===== config.mk =====
export PLATFORM = sky130hd
export DESIGN_NAME = dtmf_call_progress_tone_generator_core
export DESIGN_NICKNAME = d
export VERILOG_FILES = /design/src/rtl/dtmfcpt_pkg.sv /design/src/rtl/dtmfcpt_osc.sv /design/src/rtl/dtmf_call_progress_tone_generator_core.sv
export SDC_FILE = /design/constraint.sdc
export NUM_CORES = 2
export LEC_CHECK = 0
export ABC_AREA = 1
export BUFFER_PORTS_ARGS = -buffer_cell sky130_fd_sc_hd__buf_4
export CORE_ASPECT_RATIO = 1.2
export CORE_MARGIN = 5
export CORE_UTILIZATION = 55
export DETAILED_ROUTE_END_ITERATION = 10
export GPL_ROUTABILITY_DRIVEN = 0
export PLACE_DENSITY = 0.74
export SYNTH_ARGS = -nofsm -noshare
export SYNTH_HDL_FRONTEND = slang
export SYNTH_HIERARCHICAL = 1
export SYNTH_SLANG_ARGS = --single-unit

===== constraint.sdc =====
create_clock -name clk_i -period 15.7 [get_ports clk_i]
set_input_delay 0.785 -clock clk_i [delete_from_list [all_inputs] [get_ports clk_i]]
set_output_delay 0.785 -clock clk_i [all_outputs]
set_load 0.03 [all_outputs]

===== src/rtl/dtmfcpt_pkg.sv =====
// Shared types, tone and cadence tables, and the build-time oscillator ROM math
// for the DTMF / call-progress tone generator. No dependencies.
`timescale 1ns / 1ps
package dtmfcpt_pkg;

  localparam int NUM_TONES    = 19;
  localparam int NUM_PATTERNS = 26;
  localparam int OSC_W        = 18;
  localparam int TONE_W       = 5;
  localparam int IDX_W        = 3;
  localparam int MS_W         = 12;
  localparam int DUR_W        = 22;
  localparam int ELAPSED_W    = 23;

  // item modes
  localparam logic [1:0] MODE_TICK  = 2'd0;
  localparam logic [1:0] MODE_START = 2'd1;
  localparam logic [1:0] MODE_STOP  = 2'd2;

  // patterns with special handling
  localparam logic [4:0] PAT_DIAL      = 5'd16;
  localparam logic [4:0] PAT_BUSY      = 5'd17;
  localparam logic [4:0] PAT_RINGBACK  = 5'd18;
  localparam logic [4:0] PAT_FAILED    = 5'd20;
  localparam logic [4:0] PAT_BACKSPACE = 5'd22;
  localparam logic [4:0] PAT_WAITING   = 5'd23;

  // locales
  localparam logic [2:0] LOC_DE = 3'd1;
  localparam logic [2:0] LOC_FR = 3'd2;
  localparam logic [2:0] LOC_GB = 3'd3;
  localparam logic [2:0] LOC_IL = 3'd4;
  localparam logic [2:0] LOC_NL = 3'd5;

  // tone numbers; 0 means no tone
  localparam logic [4:0] TN     = 5'd0;
  localparam logic [4:0] T350   = 5'd1;
  localparam logic [4:0] T400   = 5'd2;
  localparam logic [4:0] T425   = 5'd3;
  localparam logic [4:0] T440   = 5'd4;
  localparam logic [4:0] T450   = 5'd5;
  localparam logic [4:0] T480   = 5'd6;
  localparam logic [4:0] T480L  = 5'd7;
  localparam logic [4:0] T620   = 5'd8;
  localparam logic [4:0] T620L  = 5'd9;
  localparam logic [4:0] T697   = 5'd10;
  localparam logic [4:0] T770   = 5'd11;
  localparam logic [4:0] T852   = 5'd12;
  localparam logic [4:0] T941   = 5'd13;
  localparam logic [4:0] T1209H = 5'd14;
  localparam logic [4:0] T1209L = 5'd15;
  localparam logic [4:0] T1336  = 5'd16;
  localparam logic [4:0] T1477H = 5'd17;
  localparam logic [4:0] T1477L = 5'd18;
  localparam logic [4:0] T1633  = 5'd19;

  typedef struct packed {
    logic [TONE_W-1:0] lo;
    logic [TONE_W-1:0] hi;
    logic [MS_W-1:0]   ms;
  } seg_t;

  typedef struct packed {
    logic              mul;
    logic              upd;
    logic [TONE_W-1:0] tone;
  } osc_cmd_t;

  typedef logic signed [OSC_W-1:0] rom_t [NUM_TONES];

  localparam int TONE_HZ [NUM_TONES] = '{350, 400, 425, 440, 450, 480, 480, 620, 620, 697,
                                         770, 852, 941, 1209, 1209, 1336, 1477, 1477, 1633};
  localparam int TONE_AMP [NUM_TONES] = '{0, 0, 0, 0, 0, 0, 1, 0, 1, 3, 3, 3, 3, 2, 4, 4,
                                          2, 4, 4};
  localparam longint AMP_MANT [5] = '{13421773, 15938355, 15770583, 13042608, 9210692};
  localparam int AMP_EXP [5] = '{26, 24, 25, 27, 26};

  function automatic seg_t mk(logic [4:0] lo, logic [4:0] hi, int ms);
    seg_t s;
    s.lo = lo;
    s.hi = hi;
    s.ms = MS_W'(ms);
    return s;
  endfunction

  // two-slot cadence: tone on, then silence
  function automatic seg_t two(logic [IDX_W-1:0] idx, logic [4:0] lo, logic [4:0] hi,
                               int on, int off);
    seg_t s;
    s = '0;
    if (idx == 3'd0) s = mk(lo, hi, on);
    else if (idx == 3'd1) s = mk(TN, TN, off);
    return s;
  endfunction

  function automatic seg_t key_seg(logic [4:0] pat);
    seg_t s;
    unique case (pat)
      5'd1:    s = mk(T697, T1209L, 1000);
      5'd2:    s = mk(T697, T1336, 1000);
      5'd3:    s = mk(T697, T1477L, 1000);
      5'd4:    s = mk(T770, T1209L, 1000);
      5'd5:    s = mk(T770, T1336, 1000);
      5'd6:    s = mk(T770, T1477L, 1000);
      5'd7:    s = mk(T852, T1209L, 1000);
      5'd8:    s = mk(T852, T1336, 1000);
      5'd9:    s = mk(T852, T1477L, 1000);
      5'd10:   s = mk(T941, T1209L, 1000);
      5'd11:   s = mk(T941, T1477L, 1000);
      5'd12:   s = mk(T697, T1633, 1000);
      5'd13:   s = mk(T770, T1633, 1000);
      5'd14:   s = mk(T852, T1633, 1000);
      5'd15:   s = mk(T941, T1633, 1000);
      default: s = mk(T941, T1336, 1000);
    endcase
    return s;
  endfunction

  function automatic seg_t loc_seg(logic [4:0] pat, logic [IDX_W-1:0] idx, logic [2:0] loc);
    seg_t s;
    logic [4:0] t;
    int busy, ron, roff, fail;
    s = '0;
    t = T425; busy = 500; ron = 1000; roff = 4000; fail = 250;
    unique case (loc)
      LOC_DE:  begin busy = 480; fail = 240; end
      LOC_FR:  begin t = T440; ron = 1500; roff = 3500; end
      LOC_IL:  begin t = T400; roff = 3000; end
      default: ;
    endcase
    if (loc == LOC_GB) begin
      unique case (pat)
        PAT_DIAL: if (idx == 3'd0) s = mk(T350, T440, 1000);
        PAT_BUSY: s = two(idx, T400, TN, 375, 375);
        PAT_RINGBACK: begin
          unique case (idx)
            3'd0, 3'd2: s = mk(T400, T450, 400);
            3'd1:       s = mk(TN, TN, 200);
            3'd3:       s = mk(TN, TN, 2000);
            default:    s = '0;
          endcase
        end
        default: begin
          unique case (idx)
            3'd0:    s = mk(T400, TN, 400);
            3'd1:    s = mk(TN, TN, 350);
            3'd2:    s = mk(T400, TN, 225);
            3'd3:    s = mk(TN, TN, 525);
            default: s = '0;
          endcase
        end
      endcase
    end else begin
      unique case (pat)
        PAT_DIAL:     if (idx == 3'd0) s = mk(t, TN, 1000);
        PAT_BUSY:     s = two(idx, t, TN, busy, busy);
        PAT_RINGBACK: s = two(idx, t, TN, ron, roff);
        default:      s = two(idx, t, TN, fail, fail);
      endcase
    end
    return s;
  endfunction

  // cadence lookup for one segment; locales 6 and 7 fall back to the default set
  function automatic seg_t seg_at(logic [4:0] pat, logic [IDX_W-1:0] idx, logic [2:0] loc);
    seg_t s;
    logic loc_pat;
    s = '0;
    loc_pat = (pat == PAT_DIAL) || (pat == PAT_BUSY) || (pat == PAT_RINGBACK) ||
              (pat == PAT_FAILED);
    if (loc_pat && loc >= LOC_DE && loc <= LOC_NL) begin
      s = loc_seg(pat, idx, loc);
    end else if (pat < 5'd16) begin
      if (idx == 3'd0) s = key_seg(pat);
    end else begin
      unique case (pat)
        5'd16: if (idx == 3'd0) s = mk(T350, T440, 1000);
        5'd17: s = two(idx, T480, T620, 500, 500);
        5'd18: s = two(idx, T480, T440, 2000, 4000);
        5'd19: begin
          unique case (idx)
            3'd0:    s = mk(T1209H, TN, 500);
            3'd1:    s = mk(T1477H, TN, 500);
            3'd2:    s = mk(TN, TN, 2000);
            default: s = '0;
          endcase
        end
        5'd20: s = two(idx, T480, T620, 300, 200);
        5'd21: if (idx == 3'd0) s = mk(TN, TN, 1000);
        5'd22: if (idx == 3'd0) s = mk(T852, T1633, 50);
        5'd23: if (idx == 3'd0) s = mk(T941, T1633, 50);
        5'd24: begin
          unique case (idx)
            3'd0, 3'd2, 3'd4: s = mk(T480, T440, 200);
            3'd1, 3'd3:       s = mk(TN, TN, 150);
            3'd5:             s = mk(TN, TN, 1950);
            default:          s = '0;
          endcase
        end
        5'd25:   s = two(idx, T480L, T620L, 250, 250);
        default: if (idx == 3'd0) s = key_seg(5'd0);
      endcase
    end
    return s;
  endfunction

  // build-time helpers: 64-bit restoring division and Q60 multiply
  function automatic logic [63:0] udiv64(logic [63:0] n, logic [63:0] d);
    logic [64:0] r;
    logic [63:0] q;
    r = '0;
    q = '0;
    for (int i = 63; i >= 0; i--) begin
      r = {r[63:0], n[i]};
      if (r >= {1'b0, d}) begin
        r = r - {1'b0, d};
        q[i] = 1'b1;
      end
    end
    return q;
  endfunction

  function automatic logic [63:0] qmul(logic [63:0] a, logic [63:0] b);
    logic [127:0] p;
    p = {64'd0, a} * {64'd0, b};
    return p[123:60];
  endfunction

  // coefficient (seed_sel 0) or seed (seed_sel 1) table for a sample rate
  function automatic rom_t build_rom(int sr, int frac, bit seed_sel);
    rom_t rom;
    logic [63:0] num, den, x, rm, x2, term, c, s, v;
    for (int t = 0; t < NUM_TONES; t++) begin
      num = 64'd62831852 * 64'(TONE_HZ[t]);
      den = 64'd10000000 * 64'(sr);
      x = udiv64(num, den);
      rm = num - x * den;
      for (int i = 0; i < 60; i++) begin
        rm = rm << 1;
        x = x << 1;
        if (rm >= den) begin
          rm = rm - den;
          x = x | 64'd1;
        end
      end
      x2 = qmul(x, x);
      c = 64'd1 << 60;
      term = c;
      for (int k = 1; k <= 20; k++) begin
        term = udiv64(qmul(term, x2), 64'((2 * k - 1) * (2 * k)));
        c = (k % 2 == 1) ? c - term : c + term;
      end
      s = x;
      term = x;
      for (int k = 1; k <= 20; k++) begin
        term = udiv64(qmul(term, x2), 64'((2 * k) * (2 * k + 1)));
        s = (k % 2 == 1) ? s - term : s + term;
      end
      if (seed_sel)
        v = ((s >> 22) * 64'(AMP_MANT[TONE_AMP[t]])) >> (23 + AMP_EXP[TONE_AMP[t]]);
      else
        v = c >> (59 - frac);
      rom[t] = v[OSC_W-1:0];
    end
    return rom;
  endfunction

endpackage


===== src/rtl/dtmfcpt_osc.sv =====
// Bank of second-order recursive sine oscillators sharing one multiplier.
// Depends on dtmfcpt_pkg for the coefficient/seed ROM builder and command struct.
`timescale 1ns / 1ps
module dtmfcpt_osc #(
  parameter int SAMPLE_RATE         = 8000,
  parameter int COEFF_FRACTION_BITS = 14
) (
  input  logic                                     clk_i,
  input  logic                                     rst_ni,
  input  dtmfcpt_pkg::osc_cmd_t                    cmd_i,
  output logic signed [dtmfcpt_pkg::OSC_W-1:0]     y_o
);
  import dtmfcpt_pkg::*;

  localparam int CW = COEFF_FRACTION_BITS + 2;
  localparam int PW = CW + OSC_W;
  localparam rom_t COEF = build_rom(SAMPLE_RATE, COEFF_FRACTION_BITS, 1'b0);
  localparam rom_t SEED = build_rom(SAMPLE_RATE, COEFF_FRACTION_BITS, 1'b1);

  logic signed [OSC_W-1:0] s1_q [NUM_TONES];
  logic signed [OSC_W-1:0] s2_q [NUM_TONES];
  logic signed [PW-1:0]    prod_q;
  logic signed [CW-1:0]    coef;
  logic signed [PW-1:0]    yw;

  assign coef = $signed(COEF[cmd_i.tone][CW-1:0]);
  assign yw   = (prod_q >>> COEFF_FRACTION_BITS) - PW'(s2_q[cmd_i.tone]);
  assign y_o  = yw[OSC_W-1:0];

  always_ff @(posedge clk_i) begin
    if (cmd_i.mul) prod_q <= PW'(coef) * PW'(s1_q[cmd_i.tone]);
  end

  // state wraps at 18 bits; advance the one tone named by the command
  always_ff @(posedge clk_i or negedge rst_ni) begin
    if (!rst_ni) begin
      for (int i = 0; i < NUM_TONES; i++) begin
        s1_q[i] <= SEED[i];
        s2_q[i] <= '0;
      end
    end else if (cmd_i.upd) begin
      s2_q[cmd_i.tone] <= s1_q[cmd_i.tone];
      s1_q[cmd_i.tone] <= yw[OSC_W-1:0];
    end
  end

endmodule


===== src/rtl/dtmf_call_progress_tone_generator_core.sv =====
// Top level of the DTMF / call-progress tone generator: cadence sequencer,
// output register and stream ports. Depends on dtmfcpt_pkg and dtmfcpt_osc.
//
// channel   direction  payload
// s_axis    in         tdata: mode[1:0], tone_select[6:2]
// m_axis    out        tdata: sample[15:0], playing[16], pattern_ended[17]; tuser: sample_valid
// cfg       in         cfg_data_i: locale_select[2:0]
//
// Start, stop and idle ticks post their result straight from the accept. An active tick
// passes an accept step, a lookup per segment (skipped segments included) and a
// multiply and an update step per tone on the shared multiplier. Not ready while an
// item is in work or its result waits. Reset clears the sequencer and reloads the
// oscillator seeds.
`timescale 1ns / 1ps
module dtmf_call_progress_tone_generator_core #(
  parameter int SAMPLE_RATE          = 8000,
  parameter int SEGMENTS_PER_PATTERN = 6,
  parameter int COEFF_FRACTION_BITS  = 14
) (
  input  logic        clk_i,
  input  logic        rst_ni,
  input  logic        s_axis_tvalid,
  output logic        s_axis_tready,
  input  logic [7:0]  s_axis_tdata,   // mode[1:0], tone_select[6:2]
  output logic        m_axis_tvalid,
  input  logic        m_axis_tready,
  output logic [23:0] m_axis_tdata,   // sample[15:0], playing[16], pattern_ended[17]
  output logic        m_axis_tuser,   // sample_valid
  input  logic        cfg_valid_i,
  output logic        cfg_ready_o,
  input  logic [2:0]  cfg_data_i      // locale_select
);
  import dtmfcpt_pkg::*;

  localparam int US_PER_SAMPLE = (1000000 + SAMPLE_RATE / 2) / SAMPLE_RATE;

  localparam logic [2:0] S_IDLE = 3'd0;
  localparam logic [2:0] S_LOOK = 3'd1;
  localparam logic [2:0] S_MLO  = 3'd2;
  localparam logic [2:0] S_ALO  = 3'd3;
  localparam logic [2:0] S_MHI  = 3'd4;
  localparam logic [2:0] S_AHI  = 3'd5;

  logic [2:0]           state_q;
  logic [2:0]           loc_q;
  logic                 active_q;
  logic [4:0]           pat_q;
  logic [IDX_W-1:0]     idx_q;
  logic [ELAPSED_W-1:0] elapsed_q;
  logic [TONE_W-1:0]    lo_q, hi_q;
  logic signed [18:0]   acc_q;
  logic                 out_valid_q;
  logic [15:0]          sample_q;
  logic                 svalid_q, play_q, ended_q;

  logic [1:0]           mode;
  logic [4:0]           sel;
  seg_t                 seg;
  logic [DUR_W-1:0]     dur;
  logic                 fits;
  logic [IDX_W:0]       nidx;
  logic                 wrap;
  osc_cmd_t             cmd;
  logic signed [OSC_W-1:0] y;
  logic signed [18:0]   sum;
  logic [15:0]          sat;

  assign mode = s_axis_tdata[1:0];
  assign sel  = s_axis_tdata[6:2];

  assign seg  = seg_at(pat_q, idx_q, loc_q);
  assign dur  = DUR_W'(seg.ms) * DUR_W'(1000);
  assign fits = ({1'b0, elapsed_q} + (ELAPSED_W + 1)'(US_PER_SAMPLE)) <= (ELAPSED_W + 1)'(dur);
  assign nidx = {1'b0, idx_q} + 1'b1;
  assign wrap = nidx >= (IDX_W + 1)'(SEGMENTS_PER_PATTERN);

  assign cmd.mul  = (state_q == S_MLO) || (state_q == S_MHI);
  assign cmd.upd  = (state_q == S_ALO) || (state_q == S_AHI);
  assign cmd.tone = ((state_q == S_MHI) || (state_q == S_AHI)) ? hi_q - 1'b1 : lo_q - 1'b1;

  dtmfcpt_osc #(
    .SAMPLE_RATE        (SAMPLE_RATE),
    .COEFF_FRACTION_BITS(COEFF_FRACTION_BITS)
  ) u_osc (
    .clk_i (clk_i),
    .rst_ni(rst_ni),
    .cmd_i (cmd),
    .y_o   (y)
  );

  assign sum = acc_q + 19'(y);
  always_comb begin
    priority if (sum > 19'sd32767)  sat = 16'h7FFF;
    else if (sum < -19'sd32767)     sat = 16'h8001;
    else                            sat = sum[15:0];
  end

  assign s_axis_tready = (state_q == S_IDLE) && !out_valid_q;
  assign cfg_ready_o   = 1'b1;
  assign m_axis_tvalid = out_valid_q;
  assign m_axis_tdata  = {6'd0, ended_q, play_q, sample_q};
  assign m_axis_tuser  = svalid_q;

  always_ff @(posedge clk_i or negedge rst_ni) begin
    if (!rst_ni) begin
      loc_q <= '0;
    end else if (cfg_valid_i) begin
      loc_q <= cfg_data_i;
    end
  end

  always_ff @(posedge clk_i) begin
    if (state_q == S_LOOK) begin
      lo_q <= seg.lo;
      hi_q <= seg.hi;
    end
    if (state_q == S_ALO) acc_q <= 19'(y);
  end

  always_ff @(posedge clk_i or negedge rst_ni) begin
    if (!rst_ni) begin
      state_q     <= S_IDLE;
      active_q    <= 1'b0;
      pat_q       <= '0;
      idx_q       <= '0;
      elapsed_q   <= '0;
      out_valid_q <= 1'b0;
      sample_q    <= '0;
      svalid_q    <= 1'b0;
      play_q      <= 1'b0;
      ended_q     <= 1'b0;
    end else begin
      if (out_valid_q && m_axis_tready) out_valid_q <= 1'b0;
      unique case (state_q)
        S_IDLE: begin
          if (s_axis_tvalid && s_axis_tready) begin
            sample_q <= '0;
            svalid_q <= 1'b0;
            ended_q  <= 1'b0;
            play_q   <= active_q;
            if (mode == MODE_START && sel < 5'(NUM_PATTERNS)) begin
              active_q    <= 1'b1;
              pat_q       <= sel;
              idx_q       <= '0;
              elapsed_q   <= '0;
              play_q      <= 1'b1;
              out_valid_q <= 1'b1;
            end else if (mode == MODE_START || mode == MODE_STOP) begin
              active_q    <= 1'b0;
              play_q      <= 1'b0;
              out_valid_q <= 1'b1;
            end else if (mode == MODE_TICK) begin
              svalid_q <= 1'b1;
              if (active_q) state_q <= S_LOOK;
              else out_valid_q <= 1'b1;
            end else begin
              out_valid_q <= 1'b1;
            end
          end
        end
        S_LOOK: begin
          if (fits) begin
            elapsed_q <= elapsed_q + ELAPSED_W'(US_PER_SAMPLE);
            if (seg.lo == TN) begin
              play_q      <= 1'b1;
              out_valid_q <= 1'b1;
              state_q     <= S_IDLE;
            end else begin
              state_q <= S_MLO;
            end
          end else begin
            // skip a finished or empty segment
            elapsed_q <= '0;
            if (!wrap) begin
              idx_q <= nidx[IDX_W-1:0];
            end else if (pat_q == PAT_BACKSPACE || pat_q == PAT_WAITING) begin
              idx_q       <= nidx[IDX_W-1:0];
              active_q    <= 1'b0;
              play_q      <= 1'b0;
              ended_q     <= 1'b1;
              out_valid_q <= 1'b1;
              state_q     <= S_IDLE;
            end else begin
              idx_q <= '0;
            end
          end
        end
        S_MLO: state_q <= S_ALO;
        S_ALO: begin
          if (hi_q == TN) begin
            sample_q    <= y[15:0];
            play_q      <= 1'b1;
            out_valid_q <= 1'b1;
            state_q     <= S_IDLE;
          end else begin
            state_q <= S_MHI;
          end
        end
        S_MHI: state_q <= S_AHI;
        S_AHI: begin
          sample_q    <= sat;
          play_q      <= 1'b1;
          out_valid_q <= 1'b1;
          state_q     <= S_IDLE;
        end
        default: state_q <= S_IDLE;
      endcase
    end
  end

  a_result_from_item: assert property (@(posedge clk_i) disable iff (!rst_ni)
    $rose(out_valid_q) |-> ($past(state_q) != S_IDLE) ||
                           $past(s_axis_tvalid && s_axis_tready))
    else $error("result without an accepted item");

  a_look_active: assert property (@(posedge clk_i) disable iff (!rst_ni)
    (state_q == S_LOOK) |-> active_q)
    else $error("cadence walk while no pattern is active");

  a_nontick_silent: assert property (@(posedge clk_i) disable iff (!rst_ni)
    (out_valid_q && !svalid_q) |-> (sample_q == 16'd0))
    else $error("nonzero sample on a non-tick result");

  a_ended_stops: assert property (@(posedge clk_i) disable iff (!rst_ni)
    (out_valid_q && ended_q) |-> (!play_q && !active_q))
    else $error("pattern ended but still playing");

endmodule


After elaboration in Yosys (flattened, before gate mapping)
Memories as Yosys holds them, arrays and structs flattened.
Index checks and enable logic that the tools add are counted.

storage, ports and cells
  register bits = 802
  memory bits (read-only) = 704
  bits of input ports = 16
  output and inout port bits = 28
  word-level logic and storage cells = 258
  memories kept = 2

cells by class
  add/subtract/negate cells = 7
  multiply operators = 2
  $lt $le $gt $ge = 10
  equal/unequal tests = 39
  multiplexer cells = 109
  bitwise logic cells = 1
  reduce and logical (&&, ||, !) cells = 35

memory list
  memory           depth  bits a word  read ports  clocked after memory_dff  write ports  RTL line           RTL
  (no name shown)  32     18           1           0                         0            dtmfcpt_osc.sv:26  assign coef = $signed(COEF[cmd_i.tone][CW-1:0]);
  (no name shown)  16     8            1           0                         0            dtmfcpt_pkg.sv:98  unique case (pat)

operator list
  operator                                                          count
  342-bit bitwise mux                                               2
  22-bit one-hot mux with 10 select lines                           1
  22-bit two-way mux                                                9
  18-bit binary-select mux with 5-bit select                        2
  22-bit one-hot mux with 3 select lines                            2
  19-bit one-hot mux with 3 select lines                            2
  18-bit two-way mux                                                6
  16-bit two-way mux                                                6
  18-bit demux with 5-bit select                                    1
  20-bit two-way mux                                                4
  19-bit one-hot mux with 4 select lines                            1
  23-bit two-way mux                                                3
  21-bit two-way mux                                                3
  20-bit one-hot mux with 3 select lines                            1
  5-bit equality test (second input constant)                       10
  12-bit two-way mux                                                4
  16-bit one-hot mux with 3 select lines                            1
  23-bit one-hot mux with 2 select lines                            1
  3-bit two-way mux                                                 14
  16-bit by 18-bit multiplier with 32-bit output                    1
  1-bit two-way mux                                                 27
  23-bit by 7-bit adder with 24-bit output (second input constant)  1
  24-bit by 22-bit <= comparator with 1-bit output                  1
  23-bit by 7-bit adder with 23-bit output (second input constant)  1
  other kinds (53)                                                  99

Logic depth before layout (Yosys ltp)
  depth in word-level cells = 13
  depth in mapped cells = 50
  gate-level depth less buffers = 48

Hierarchy
The synthesis kept the hierarchy.

by module, submodules not included
  module                                  times used  cells each  area each (um2)  sequential area each (um2)
  dtmfcpt_osc                             1           5,481       43,606.8         17,819.6
  dtmf_call_progress_tone_generator_core  1           1,331       9,561.7          2,292.2

Worst setup path before layout
No wires, ideal clock.

  kind = register -> register
  start = register state_q[1]
  end = register u_osc.prod_q[28], data pin
  data arrival time = 8.169 ns
  required time = 15.440 ns
  setup slack = 7.271 ns
  stages on the path, launching flop included = 38
  path buffers = 6
  path through = dfrtp_1 inv_2 nand2_1 nor2_1 a21oi_1 ha_1 inv_1 buf_4 inv_2 buf_4 buf_2 buf_2 buf_2 ha_1 nand2_1 o21ai_0 o21ai_0 o21ai_0 (+2 left out) nand2_1 fa_1 fa_1 inv_1 fa_1 fa_1 fa_1 inv_1 fa_1 inv_1 ha_1 nand2_1 nor2_1 nand2_1 inv_1 a221oi_1 nand2_1 xor2_1

RTL lines
  element                   RTL line                                       RTL
  start: declaration        dtmf_call_progress_tone_generator_core.sv:44   logic [2:0] state_q;
  start signal: assignment  dtmf_call_progress_tone_generator_core.sv:122  state_q <= S_IDLE;
  start signal: assignment  dtmf_call_progress_tone_generator_core.sv:154  if (active_q) state_q <= S_LOOK;
  start signal: assignment  dtmf_call_progress_tone_generator_core.sv:167  state_q <= S_IDLE;
  end signal: assignment    dtmfcpt_osc.sv:31                              if (cmd_i.mul) prod_q <= PW'(coef) * PW'(s1_q[cmd_i.tone]);
  end: declaration          dtmfcpt_osc.sv:22                              logic signed [PW-1:0] prod_q;

==> flow_summary.yaml <==
floorplan:
  die-width_um: 293.8
  initial_core_util_pct: 55.19
  rows: 125
  floorplan.die_area_sq_um: 103000
  pin_count: 44
  floorplan.die.height_um: 350.6
  core_area_sq_um: 96340
drt:
  viasPerCell: 5.727
  drt_wl_total_mm: 152.3
  num_vias: 45613
  drtPass1Iterations: 6
  final_antenna_net_count: 0
  drc_errors: 0
  post_drt_wl_per_cell_um: 19.12
  drtIter0Drc: 5013
timing:
  finalSetupViolations: 0
  tns_ps: 0
  worst_pin_slew_ps: 1307
  rsz_0062_raised_after_global_routing: "false"
  max-slew-margin-rel_pct: 12.74
  fin_crit_ps: 11050
  hold_violations: 0
  timing_max_transition_violations_final: 0
  postLayoutSetupSlackWorst_ps: 4647
  timing.hold.ws_ps: 154.8
  final_min_period_over_clock_period_pct: 70.40
  achievable-frequency_ghz: 0.09048
  fin_skew_ps: 51.31
synthesis:
  syn-instance-count: 6812
  synth.yosys.warnings: 6
  synth_sequential_area_ratio_pct: 37.83
  synthesis.area_sq_um: 53170
  synth_top_area_share_pct: 28.80
  synth_ff_type: "sky130_fd_sc_hd__dfrtp_1"
  synth_area_per_cell_sq_um: 7.805
  postSynthRegisterBits: 788
  yosys-top-cells-area: "sky130_fd_sc_hd__dfrtp_1 29%, sky130_fd_sc_hd__nand2_1 14%, sky130_fd_sc_hd__fa_1 11%, sky130_fd_sc_hd__o21ai_0 7.1%, sky130_fd_sc_hd__inv_1 6.6%"
  synth.largest_area_cell: "sky130_fd_sc_hd__dfrtp_1"
  edff_count_synth: 46
  synth.distinct_cells: 73
  ys_async_rst_share_pct: 94.16
setup_path:
  cp_data_arrival_time_ps: 11430
  worstPathMaxFanout: 47
  worst-endpoint-required_ps: 16070
  critPathKind: "reg -> reg"
  endpoint_kind: "flip-flop"
  most_frequent_cp_cell: "sky130_fd_sc_hd__nand2_1"
  cp_launch_type: "flip-flop"
  critPathTopFamily: "adder cells"
  critical_path.slowest_cell: "sky130_fd_sc_hd__inv_1"
  critical-path-max-stage-delay_ps: 760
  cp.buffers_inverters: 10
place:
  hpwl_dp_mm: 97.40
  portBuffers: 35
  dpl_worst_slack_ps: 4885
clock_network:
  clock_tree.htree_level_count: 3
  post-cts-setup-buffer-count: 0
  cts_tree: "yes"
  hold_buffers: 0
  clkSinkCount: 788
  total_clock_buffers_created_by_cts: 83
  cts_repair_resize_count: 0
  cts-root-to-sink-buffers: 3
  source_to_sink_clock_delay_at_the_later_pin_of_the_worst_skew_pair_ps: 680
  worst_setup_hold_path_clk_slew_ps: 60
  cts_root_buffer: "sky130_fd_sc_hd__clkbuf_16"
layout:
  multi_input_area_sq_um: 27640
  n_fill_cell: 8734
  area_growth_syn_to_layout_pct: 7.010
  final_util_pct: 59.06
  proportion_of_layout_cells_with_a_drive_suffix_above_1_pct: 8.171
  finalNetCount: 7144
  seq_area_sq_um: 20110
grt:
  grt_max_degree: 183
  grt_pass1_wl_mm: 244.3
  globalRoute.totalOverflow: 0
  grt_pass1_vias: 44998
  groute.usage.overall_pct: 29.54
  grt_antenna_before_repair: 2
status:
  run_status: "finished, final reports clean"
worst_hold_path:
  timing.hold.worst.class: "in -> async"
flow_run:
  drv_cap: 0
-- worst paths after layout --
kind	startpoint	endpoint	slack [ps]	cells past startpoint
worst max-delay path	state_q[1]$_DFFE_PN0P_	u_osc/prod_q[27]$_DFFE_PP_	4650	38
worst min-delay path	rst_ni	u_osc/s1_q[70]$_DFFE_PN0P_	150	1
worst max register to register	state_q[1]$_DFFE_PN0P_	u_osc/prod_q[27]$_DFFE_PP_	4650	38
worst min register to register	u_osc/s1_q[254]$_DFFE_PN1P_	u_osc/s1_q[254]$_DFFE_PN1P_	460	2
max in group asynchronous	rst_ni	u_osc/s2_q[156]$_DFFE_PN0P_	12400	4
min in group clk_i	cfg_data_i[0]	loc_q[0]$_DFFE_PN0P_	330	3
-- sequential cells by signal (all words and copies together), names as in the netlist --
signal	cells
u_osc/s1_q	342
u_osc/s2_q	342
elapsed_q	23
acc_q	18
u_osc/prod_q	18
sample_q	16
hi_q	5
lo_q	5
pat_q	5
idx_q	3
loc_q	3
state_q	3
active_q	1
ended_q	1
m_axis_tuser	1
m_axis_tvalid	1
play_q	1
-- Yosys cell counts, types with 12 or more instances --
cell	number
sky130_fd_sc_hd__buf_4	35
sky130_fd_sc_hd__nand3_1	176
sky130_fd_sc_hd__o22ai_1	39
sky130_fd_sc_hd__inv_1	940
sky130_fd_sc_hd__o221ai_1	33
sky130_fd_sc_hd__ha_1	201
sky130_fd_sc_hd__o21ai_0	751
sky130_fd_sc_hd__dfstp_2	130
sky130_fd_sc_hd__or2_2	22
sky130_fd_sc_hd__a21oi_1	280
sky130_fd_sc_hd__inv_2	46
sky130_fd_sc_hd__nand2_2	12
sky130_fd_sc_hd__xor2_1	49
sky130_fd_sc_hd__a31oi_1	29
sky130_fd_sc_hd__nand2_1	1965
sky130_fd_sc_hd__buf_2	92
sky130_fd_sc_hd__a221oi_1	19
sky130_fd_sc_hd__o21ai_1	157
sky130_fd_sc_hd__fa_1	298
sky130_fd_sc_hd__o32ai_1	15
sky130_fd_sc_hd__nand3b_1	15
sky130_fd_sc_hd__o211ai_1	13
sky130_fd_sc_hd__buf_6	15
sky130_fd_sc_hd__nor3_1	27
sky130_fd_sc_hd__buf_1	23
sky130_fd_sc_hd__nor2_2	17
sky130_fd_sc_hd__nor2_1	369
sky130_fd_sc_hd__xnor2_1	19
sky130_fd_sc_hd__nand4_1	20
sky130_fd_sc_hd__clkbuf_1	228
sky130_fd_sc_hd__nand3_2	13
sky130_fd_sc_hd__edfxtp_1	46
sky130_fd_sc_hd__dfrtp_1	612
-- placed cells by master (no fill, tap or decap), drive strengths merged, types with 46 or more instances in the layout --
| cell | synthesis | layout |
|---|---|---|
| clkbuf | 228 | 118 |
| nand2 | 1977 | 1977 |
| dfstp | 130 | 130 |
| edfxtp | 46 | 46 |
| nand3 | 190 | 190 |
| buf | 165 | 120 |
| nor2 | 393 | 393 |
| o21ai | 910 | 910 |
| ha | 201 | 201 |
| fa | 298 | 298 |
| a21oi | 286 | 286 |
| inv | 986 | 989 |
| dfrtp | 612 | 612 |
| xor2 | 49 | 49 |
-- logic make-up after synthesis --
kind of cell / Yosys count / share of synthesized area, %
flops: 788 / 37.83
mux: 5 / 0.09649
fa+ha+maj: 499 / 15.95
simple gates: 2672 / 20.26
xor+xnor: 68 / 1.120
compound gates: 1392 / 14.27
buf+inv: 1386 / 10.46
other cells: 2 / 0.01412
-- metal layers --
metal	part of all wire [%]	global-route usage [%]	routed length, um	up-vias
met5	0.0085	0	13	-
met3	8.1	4.229	12370	462
met4	5.2	13.65	7979	2
met1	39	38.42	59620	21983
li1	-	-	-	21053
met2	47	49.29	72280	2113
-- through the flow --
step	std cells	instance area, sq um
4_1_cts	7964	56890
5_1_grt	7964	56890
3_5_place_dp	7814	54010
2_1_floorplan	6817	53190
3_3_place_gp	7814	54010
6_report	7965	56900
-- layout make-up --
| cell class | instances | share of cell area [%] |
|---|---|---|
| multi-input combinational | 4643 | 48.57 |
| inverter | 993 | 6.569 |
| clock buffer | 118 | 4.183 |
| timing repair buffer | 120 | 1.641 |
| antenna | 1 | 0.004398 |
| tap | 1270 | 2.793 |
| clock inverter | 32 | 0.8884 |
| sequential | 788 | 35.35 |
Power is not shown: default switching activity piles up to over one toggle a cycle in this logic, so the estimate is an artifact.
